### src/rtl/tspi_pkg.sv
// Shared types and constants of the timestamped position interpolator.
// Holds the controller/datapath command and status structs and field widths.
// Depends on nothing; every other file of the block imports it.
`default_nettype none

package tspi_pkg;

	localparam int NOW_W     = 40;
	localparam int TIME_W    = 42;
	localparam int POS_W     = 24;
	localparam int DLY_W     = 16;
	localparam int OP_W      = 2;
	localparam int DIFF_W    = POS_W + 1;
	localparam int NUM_W     = TIME_W + 1;
	localparam int AN_LO_W   = 21;
	localparam int PROD_W    = DIFF_W + TIME_W;
	localparam int Q_W       = 27;
	localparam int LERP_W    = 30;
	localparam int DCNT_W    = 7;
	localparam int S_DATA_W  = 96;
	localparam int M_DATA_W  = 56;

	localparam logic [OP_W-1:0] OP_ACTIVATE = 2'd0;
	localparam logic [OP_W-1:0] OP_SAMPLE   = 2'd1;
	localparam logic [OP_W-1:0] OP_QUERY    = 2'd2;

	typedef struct packed {
		logic capture;
		logic fill_wr;
		logic samp_prev_wr;
		logic samp_cur_wr;
		logic rd_n;
		logic ld_n;
		logic rd_p;
		logic step_back;
		logic ld_p;
		logic lerp_setup;
		logic copy_n;
		logic mul_lo;
		logic mul_hi;
		logic div_step;
		logic lerp_done;
		logic out_load;
	} tspi_cmd_t;

	typedef struct packed {
		logic was_vis;
		logic render_le_n;
		logic walk_stop;
		logic span_pos;
		logic fill_last;
		logic div_last;
	} tspi_status_t;

endpackage

`default_nettype wire

### src/rtl/tspi_ctrl.sv
// Controller state machine of the timestamped position interpolator.
// Sequences fill, sample writes, the backward walk, multiply and divide.
// Depends on tspi_pkg; drives the datapath only through tspi_cmd_t.
`default_nettype none

module tspi_ctrl (
	input  wire logic                       clk,
	input  wire logic                       arst_n,
	input  wire logic                       s_tvalid,
	output logic                            s_tready,
	input  wire logic [tspi_pkg::OP_W-1:0]  s_tuser,
	output logic                            m_tvalid,
	input  wire logic                       m_tready,
	input  wire tspi_pkg::tspi_status_t     status,
	output tspi_pkg::tspi_cmd_t             cmd
);
	import tspi_pkg::*;

	typedef enum logic [3:0] {
		ST_IDLE, ST_FILL, ST_SAMP_PREV, ST_SAMP_CUR, ST_RD_N, ST_CHK_N,
		ST_RD_P, ST_CHK_P, ST_SETUP, ST_MUL_LO, ST_MUL_HI, ST_DIV, ST_FIN, ST_OUT
	} state_t;

	state_t state_q;
	logic   out_free;

	assign s_tready = (state_q == ST_IDLE);
	assign out_free = !m_tvalid || m_tready;

	always_comb begin
		cmd = '0;
		unique case (state_q)
			ST_IDLE:      cmd.capture = s_tvalid;
			ST_FILL:      cmd.fill_wr = 1'b1;
			ST_SAMP_PREV: cmd.samp_prev_wr = 1'b1;
			ST_SAMP_CUR:  cmd.samp_cur_wr = 1'b1;
			ST_RD_N:      cmd.rd_n = 1'b1;
			ST_CHK_N:     cmd.ld_n = 1'b1;
			ST_RD_P:      cmd.rd_p = 1'b1;
			ST_CHK_P: begin
				cmd.ld_p = status.walk_stop;
				cmd.step_back = !status.walk_stop;
			end
			ST_SETUP: begin
				cmd.lerp_setup = status.span_pos;
				cmd.copy_n = !status.span_pos;
			end
			ST_MUL_LO:    cmd.mul_lo = 1'b1;
			ST_MUL_HI:    cmd.mul_hi = 1'b1;
			ST_DIV:       cmd.div_step = 1'b1;
			ST_FIN:       cmd.lerp_done = 1'b1;
			ST_OUT:       cmd.out_load = out_free;
			default:      cmd = '0;
		endcase
	end

	always_ff @(posedge clk or negedge arst_n) begin
		if (!arst_n) begin
			state_q <= ST_IDLE;
			m_tvalid <= 1'b0;
		end else begin
			if (cmd.out_load) begin
				m_tvalid <= 1'b1;
			end else if (m_tready) begin
				m_tvalid <= 1'b0;
			end
			unique case (state_q)
				ST_IDLE: begin
					if (s_tvalid) begin
						unique case (s_tuser)
							OP_ACTIVATE: state_q <= ST_FILL;
							OP_SAMPLE:   state_q <= status.was_vis ? ST_SAMP_CUR : ST_SAMP_PREV;
							OP_QUERY:    state_q <= ST_RD_N;
							default:     state_q <= ST_IDLE;
						endcase
					end
				end
				ST_FILL:      if (status.fill_last) state_q <= ST_IDLE;
				ST_SAMP_PREV: state_q <= ST_SAMP_CUR;
				ST_SAMP_CUR:  state_q <= ST_IDLE;
				ST_RD_N:      state_q <= ST_CHK_N;
				ST_CHK_N:     state_q <= status.render_le_n ? ST_RD_P : ST_OUT;
				ST_RD_P:      state_q <= ST_CHK_P;
				ST_CHK_P:     state_q <= status.walk_stop ? ST_SETUP : ST_RD_P;
				ST_SETUP:     state_q <= status.span_pos ? ST_MUL_LO : ST_OUT;
				ST_MUL_LO:    state_q <= ST_MUL_HI;
				ST_MUL_HI:    state_q <= ST_DIV;
				ST_DIV:       if (status.div_last) state_q <= ST_FIN;
				ST_FIN:       state_q <= ST_OUT;
				ST_OUT:       if (out_free) state_q <= ST_IDLE;
				default:      state_q <= ST_IDLE;
			endcase
		end
	end

	// A new result must never overwrite one that is still waiting.
	a_no_overwrite: assert property (@(posedge clk) disable iff (!arst_n)
		cmd.out_load |-> (!m_tvalid || m_tready))
		else $error("result register overwritten");

	// After an accepted item with a defined operation the block is busy in the following cycle.
	a_busy_after_accept: assert property (@(posedge clk) disable iff (!arst_n)
		(s_tvalid && s_tready && (s_tuser == OP_ACTIVATE || s_tuser == OP_SAMPLE ||
			s_tuser == OP_QUERY)) |=> !s_tready)
		else $error("accepted an item while busy");

	// The multiplier, and so the divider, only runs after the span was found positive.
	a_div_after_setup: assert property (@(posedge clk) disable iff (!arst_n)
		cmd.mul_lo |-> $past(cmd.lerp_setup))
		else $error("multiply started without setup");

endmodule

`default_nettype wire

### config.mk
export PLATFORM = sky130hd
export DESIGN_NAME = tspi_ctrl
export DESIGN_NICKNAME = d
export VERILOG_FILES = /design/src/rtl/tspi_pkg.sv /design/src/rtl/tspi_ctrl.sv
export SDC_FILE = /design/constraint.sdc
export NUM_CORES = 1
export LEC_CHECK = 0
export ABC_AREA = 1
export BUFFER_PORTS_ARGS = -buffer_cell sky130_fd_sc_hd__buf_2
export CAP_MARGIN = 30
export CORE_MARGIN = 3
export CORE_UTILIZATION = 40
export CTS_BUF_LIST = sky130_fd_sc_hd__clkbuf_4 sky130_fd_sc_hd__clkbuf_8
export DETAILED_ROUTE_END_ITERATION = 12
export MAX_ROUTING_LAYER = met4
export PLACE_DENSITY = 0.73
export RECOVER_POWER = 50
export SETUP_SLACK_MARGIN = 0.5
export SYNTH_ARGS = -nofsm -noshare
export SYNTH_HDL_FRONTEND = slang
export SYNTH_SLANG_ARGS = --single-unit
### constraint.sdc
create_clock -name clk -period 1.7 [get_ports clk]
set_input_delay 0.34 -clock clk [delete_from_list [all_inputs] [get_ports clk]]
set_output_delay 0.34 -clock clk [all_outputs]
set_load 0.01 [all_outputs]
Word level (Yosys, flattened, before mapping). Cells that the tools add are included.

Register bits after elaboration: 5. Logic and storage cells: 55.

Muxes and demuxes: 26. Eq/ne operators: 19. Reductions and logical operators: 8.

Operator list (number): $pmux 4 s13 (1); $eq 4x4->1 const B (6); $mux 4 (6); $eq 4x3->1 const B (4); $mux 1 (15); $pmux 3 s3 (1); $eq 4x2->1 const B (2); $ne 2x2->1 const B (4); $eq 4x1->1 const B (1); $logic_not 4->1 (1); $mux 2 (2); $reduce_and 4->1 (1); $logic_not 1->1 (3); $mux 3 (1); $eq 2x1->1 const B (1); $eq 2x2->1 const B (1); $logic_not 2->1 (1); $reduce_bool 2->1 (1); $logic_or 1x1->1 (1).

Longest topological paths before layout. Gate-level depths: netlist of the first run.

Depth after elaboration: 4. Depth in mapped cells: 9. Depth with buffers taken out: 9.

Worst setup path after synthesis of the first run. No wires, ideal clock.

Path kind: reg2out. Start point: reg state_q[2]. End point: out cmd[6] in the netlist's numbering. Buffers on the path: 0. Stages on the path, launching flop included: 4. Path slack: 443 ps. Data arrival time: 917 ps. Required time: 1360 ps. Cell sequence: dfrtp_1 inv_1 nand2_1 nor3_1.

RTL lines: from (decl) (line tspi_ctrl.sv:24) `state_t state_q;`; from (signal assigned) (line tspi_ctrl.sv:72) `OP_SAMPLE: state_q <= status.was_vis ? ST_SAMP_CUR : ST_SAMP_PREV;`; from (signal assigned) (line tspi_ctrl.sv:82) `ST_CHK_N: state_q <= status.render_le_n ? ST_RD_P : ST_OUT;`; from (signal assigned) (line tspi_ctrl.sv:84) `ST_CHK_P: state_q <= status.walk_stop ? ST_SETUP : ST_RD_P;`; to (decl) (line tspi_ctrl.sv:15) `output tspi_pkg::tspi_cmd_t cmd`.

==> metrics.yaml, run 1 <==
cells_and_area:
  post-route-cell-area_um2: 1017
  final_util: 0.8469
  final_common_cell: "buf_2"
  finalNetCount: 164
  layout-drive-gt1-share: 0.5762
  fin_cells: 165
  syn_to_final_growth_pct: 85.19
  n_antenna_cell: 0
  mostFrequentLayoutCells: "buf_2 (24), nor2_1 (16), nand2_1 (15)"
power_and_ir_drop:
  irDropWorstVdd_mv: 0.8815
  intPower_w: 0.0007542
  p_sw_frac: 0.5047
  seq_power_share: 0.179
  power_frac_comb: 0.719
  fin_total_pwr_w: 0.001523
  power.density_nw_per_um2: 1497
  power.switching_w: 0.0007686
  p_leak_nw: 0.5970
  power.share.clock: 0.102
route:
  wl_per_cell_um: 13.18
  routed.top_layer: "met4"
  via_per_inst: 5.073
  dr_total_vias: 837
  wl_met2_um: 1063
  drc: 0
  postRouteAntennaNets: 0
  drt_iter0_markers: 38
  dr_wl_met3_um: 195
  routed_wl_um: 2175
  firstDrtPassIters: 4
  drt-met1-wl_um: 891
timing:
  relSlewSlack: 0.8325
  period_share: 0.9550
  rsz0062_at_grt: "yes"
  period_minus_slack_ns: 1.623
  setup_viol: 0
  maxSlewViolCount: 0
  hold_viol: 0
  fin_tns_setup_ns: 0
  fmaxAchievable_mhz: 616.0
  worstMarginPinSlew_ns: 0.2512
  clock_skew_ns: 0.004966
clock_network:
  cts.sinks: 5
  clock_latency_ns: 0.25
  cts_tree: "yes"
  clk_pin_slew_worst_paths_ns: 0.04
  cts.path.max_buffers: 2
  htreeDepth: 1
  root_buffer: "clkbuf_4"
  cts_buffers: 3
floorplanning:
  fp.dieW_um: 43.06
  row_count: 12
  core_area_um2: 1201
  die_y_um: 43.06
  dieArea_um2: 1854
  initial_core_util: 0.4573
  io_pins: 30
logic_synthesis:
  ys_seq_area_frac: 0.2278
  syn-num-nets: 114
  ys_top_cells_by_area: "dfrtp_1 (23%), nand2_1 (17%), nor2_1 (16%)"
  yosysTopAreaCell: "dfrtp_1"
  synthCells: 102
  synth_cell_type_count: 15
  synth.top_cell.area_share: 0.2278
  netlist_area_um2: 549.3
  avgSynthCellArea_um2: 5.385
  yosysWarnings: 0
  ys_ff_latch: 5
place:
  dp_cells: 146
  hpwl_um: 1303
  place.gp.congestion: 0.9148
  port_buffers: 29
  place_area_um2: 730.7
global_route:
  grt_start_max_net_pins: 8
  overflow: 0
  grt_pass1_vias: 790
  grt_pass1_wl_um: 3505
  grt.total_usage: 0.2546
  antenna_found_initial: 0
hold_path:
  min_path_type: "input pin to flip-flop"
worst_setup_path:
  cp.required_ns: 1.36
  slowest_stage: "dfrtp_2"
  worstPathCellList: "clkbuf_4, buf_6, nand2_4, nor2_1, buf_2"
  crit_path_max_incr_delay_ns: 0.44
  crit_family: "flip-flops"
  endpoint_kind: "output pin"
  cp_max_fo: 5
  cp_data_arrival_time_ns: 1.28
  cp-start-kind: "flip-flop"
  crit_type: "flip-flop to output pin"
  worst-path-buf-inv: 3
status:
  status: "complete, no violations"
flow_run:
  drv_cap: 0
==> state kept, by name, summed over array words and instances, names as in the netlist <==
register  cells
state_q       4
m_tvalid      1
==> kinds of logic (layout without fill, tap and decap cells) <==
logic type / count (synthesis) / after routing / share of synthesized area
and+or+nand+nor: 69 / 69 / 0.5581
DFF: 5 / 5 / 0.2278
buffers and inverters: 21 / 70 / 0.1435
AOI/OAI and AO/OA: 7 / 7 / 0.07060
==> final timing paths <==
path | from | to | slack (ns) | depth (start not counted)
max | state_q[2] | cmd[11] | 0.08 | 5
min | m_tready | m_tvalid | 0.32 | 2
max reg2reg | state_q[2] | state_q[1] | 0.24 | 9
min reg2reg | m_tvalid | m_tvalid | 0.56 | 2
max in group asynchronous | arst_n | state_q[0] | 1.00 | 2
min in group asynchronous | arst_n | m_tvalid | 0.48 | 2
==> timing repair <==
action,in CTS,in global routing
setup endpoints to repair,21,21
hold endpoints to repair,5,0
resized for setup,35,10
buffers inserted,13,1
pin swaps,8,2
hold buffers,1,0
==> metal layers <==
metal,up-vias,GRT usage
met5,-,-
met4,0,0.06024
met3,4,0.06780
met2,53,0.4102
met1,375,0.3165
li1,405,-
==> cell usage after synthesis <==
| library cell | instances |
|---|---|
| nand2_1 | 25 |
| nor2_1 | 24 |
| inv_1 | 18 |
| nand3_1 | 9 |
| dfrtp_1 | 5 |
| nand2_2 | 5 |
| o21ai_0 | 5 |
| inv_2 | 3 |
| nor2_2 | 2 |
| a21oi_1 | 1 |
| nand3_2 | 1 |
| nand3b_1 | 1 |
| nor2_4 | 1 |
| nor3_1 | 1 |
| o21ai_2 | 1 |
==> final cells by class <==
type                            count  area (um2)
Clock buffer                        4       30.03
Fill cell                          68       183.9
Inverter                           21       83.83
Multi-Input combinational cell     76       464.2
Sequential cell                     5       130.1
Tap cell                           14       17.52
Timing Repair Buffer               45       291.5
==> per-stage QoR <==
stage          setup WS [ns]  hold WS, ns
6_report             0.07651       0.3167
5_1_grt              0.04398       0.3409
4_1_cts               0.1369       0.3180
3_5_place_dp          0.2873       0.1584
3_3_place_gp          0.3263       0.1562
2_1_floorplan         0.4843      0.04441
==> power groups by stage <==
stage / clock network [W] / logic (W) / registers, W
global route: 0.000166 / 0.00119 / 0.000277
detailed placement: 0 / 0.000674 / 0.000226
global placement: 0 / 0.000672 / 0.000222
finish: 0.000156 / 0.00110 / 0.000272
floorplan: 0 / 0.000475 / 0.000215
CTS: 0.000158 / 0.00100 / 0.000252
Note: power is estimated with default switching activity, not from simulation.
==> run 2: changes to the inputs <==
GPL_TIMING_DRIVEN = 0   (was unset)
==> run 2 against run 1 <==
  * Combinational power is 6% lower
  * Via count is 2.3% lower
  * Final cell count rose by 0.61%
  * Sequential power barely moved
  * Worst setup slack got worse by 0.0087 ns
  * Highest routed layer unchanged
  * Core utilization is 2.5 points lower
  * Clock power rose by 5%
==> metrics.yaml, run 2 (synthesis results as in run 1) <==
route:
  drc: 0
  firstDrtPassIters: 4
  drt_iter0_markers: 15
  postRouteAntennaNets: 0
  via_per_inst: 4.928
  routed_wl_um: 2042
  dr_total_vias: 818
  wl_per_cell_um: 12.30
timing:
  period_minus_slack_ns: 1.632
  clock_skew_ns: 0.01197
  worstMarginPinSlew_ns: 0.3061
  setup_viol: 0
  holdWs_ns: 0.3027
  fin_tns_setup_ns: 0
  rsz0062_at_grt: "yes"
  period_share: 0.9601
  maxSlewViolCount: 0
  hold_viol: 0
  relSlewSlack: 0.7952
  fmaxAchievable_mhz: 612.7
global_route:
  antenna_found_initial: 0
  grt.total_usage: 0.2327
  overflow: 0
  grt_pass1_vias: 779
  grt_pass1_wl_um: 3167
  grt_start_max_net_pins: 8
floorplanning:
  initial_core_util: 0.4573
  core_area_um2: 1201
  row_count: 12
  die_y_um: 43.06
  io_pins: 30
  fp.dieW_um: 43.06
  dieArea_um2: 1854
cells_and_area:
  reg.largest.list: "state_q: 4 flops, m_tvalid: 1 flops"
  n_antenna_cell: 0
  post-route-cell-area_um2: 987.2
  seq_area_um2: 130.1
  syn_to_final_growth_pct: 79.73
  largest_reg_flops: 4
  layout-drive-gt1-share: 0.5132
  largest_register: "state_q"
  final_util: 0.8219
  multiInputGateArea_um2: 425.4
  mostFrequentLayoutCells: "buf_2 (22), nand2_1 (20), nor2_1 (19)"
  n_fill_cell: 91
  final_common_cell: "buf_2"
  finalNetCount: 165
power_and_ir_drop:
  intPower_w: 0.0007291
  p_sw_frac: 0.5020
  seq_power_share: 0.184
  power.share.clock: 0.112
  power.density_nw_per_um2: 1483
  p_leak_nw: 0.6039
  power_frac_comb: 0.704
  irDropWorstVdd_mv: 0.8941
  power.switching_w: 0.0007348
clock_network:
  cts.sinks: 5
  root_buffer: "clkbuf_4"
  clock_latency_ns: 0.26
  cts_tree: "yes"
  cts.path.max_buffers: 2
  htreeDepth: 1
  cts_buffers: 3
  clk_pin_slew_worst_paths_ns: 0.05
flow_run:
  drv_cap: 0
worst_setup_path:
  cp_max_fo: 6
  cp-start-kind: "flip-flop"
  crit_type: "flip-flop to output pin"
  endpoint_kind: "output pin"
  cp_data_arrival_time_ns: 1.29
  cp.required_ns: 1.36
place:
  place_area_um2: 723.2
  port_buffers: 29
  hpwl_um: 1214
  place.gp.congestion: 0.8312
status:
  status: "complete, no violations"
hold_path:
  min_path_type: "input pin to flip-flop"
-- run 2: layout make-up --
type / instances / area share
Inverter: 21 / 0.08492
Sequential cell: 5 / 0.1318
Tap cell: 14 / 0.01774
Clock buffer: 4 / 0.03042
Multi-Input combinational cell: 76 / 0.4309
Timing Repair Buffer: 46 / 0.3042
-- run 2: critical path: stages, from the launching register on --
cell and delay (ns):
dfrtp_2 0.48, inv_2 0.11, nand2_1 0.15, nor2_2 0.16
buf_2 0.14
-- run 2: per-layer routing --
layer	GRT usage	wire (um)
met1	0.2563	821
met2	0.3832	1043
met3	0.06356	136
met4	0.1145	40
met5	-	0
-- run 2: what timing repair did --
| action | CTS | global route |
|---|---|---|
| hold buffers | 1 | 0 |
| hold endpoints to repair | 5 | 0 |
| endpoints found under the setup margin | 21 | 21 |
| pin swaps | 6 | 11 |
| setup buffers | 11 | 5 |
| gates resized for setup | 18 | 17 |
| cloned | 0 | 0 |
-- run 2: power groups by stage --
stage | clock (W) | combinational [W] | sequential [W]
2_1_floorplan | 0 | 0.000475 | 0.000215
3_3_place_gp | 0 | 0.000643 | 0.000229
3_5_place_dp | 0 | 0.000645 | 0.000228
4_1_cts | 0.000161 | 0.000859 | 0.000253
5_1_grt | 0.000178 | 0.00113 | 0.000275
6_report | 0.000164 | 0.00103 | 0.000270
-- run 2: path summary, 6_finish.rpt --
| kind | from | end | slack (ns) | cells after the start |
|---|---|---|---|---|
| setup / recovery | state_q[3] | cmd[7] | 0.07 | 4 |
| setup reg to reg | state_q[3] | state_q[0] | 0.14 | 10 |
| min in group asynchronous | arst_n | m_tvalid | 0.47 | 2 |
| max in group asynchronous | arst_n | state_q[0] | 0.97 | 2 |
| hold reg to reg | m_tvalid | m_tvalid | 0.56 | 2 |
| hold / removal | m_tready | m_tvalid | 0.30 | 2 |
-- run 2: stage by stage --
stage / cells / total power (W) / setup WS, ns
after floorplan: 102 / 0.0006895 / 0.4843
after global placement: 145 / 0.0008711 / 0.2882
after detailed placement: 145 / 0.0008735 / 0.2884
after CTS: 161 / 0.001274 / 0.1266
after global routing: 166 / 0.001579 / 0.0001434
final: 166 / 0.001464 / 0.06784
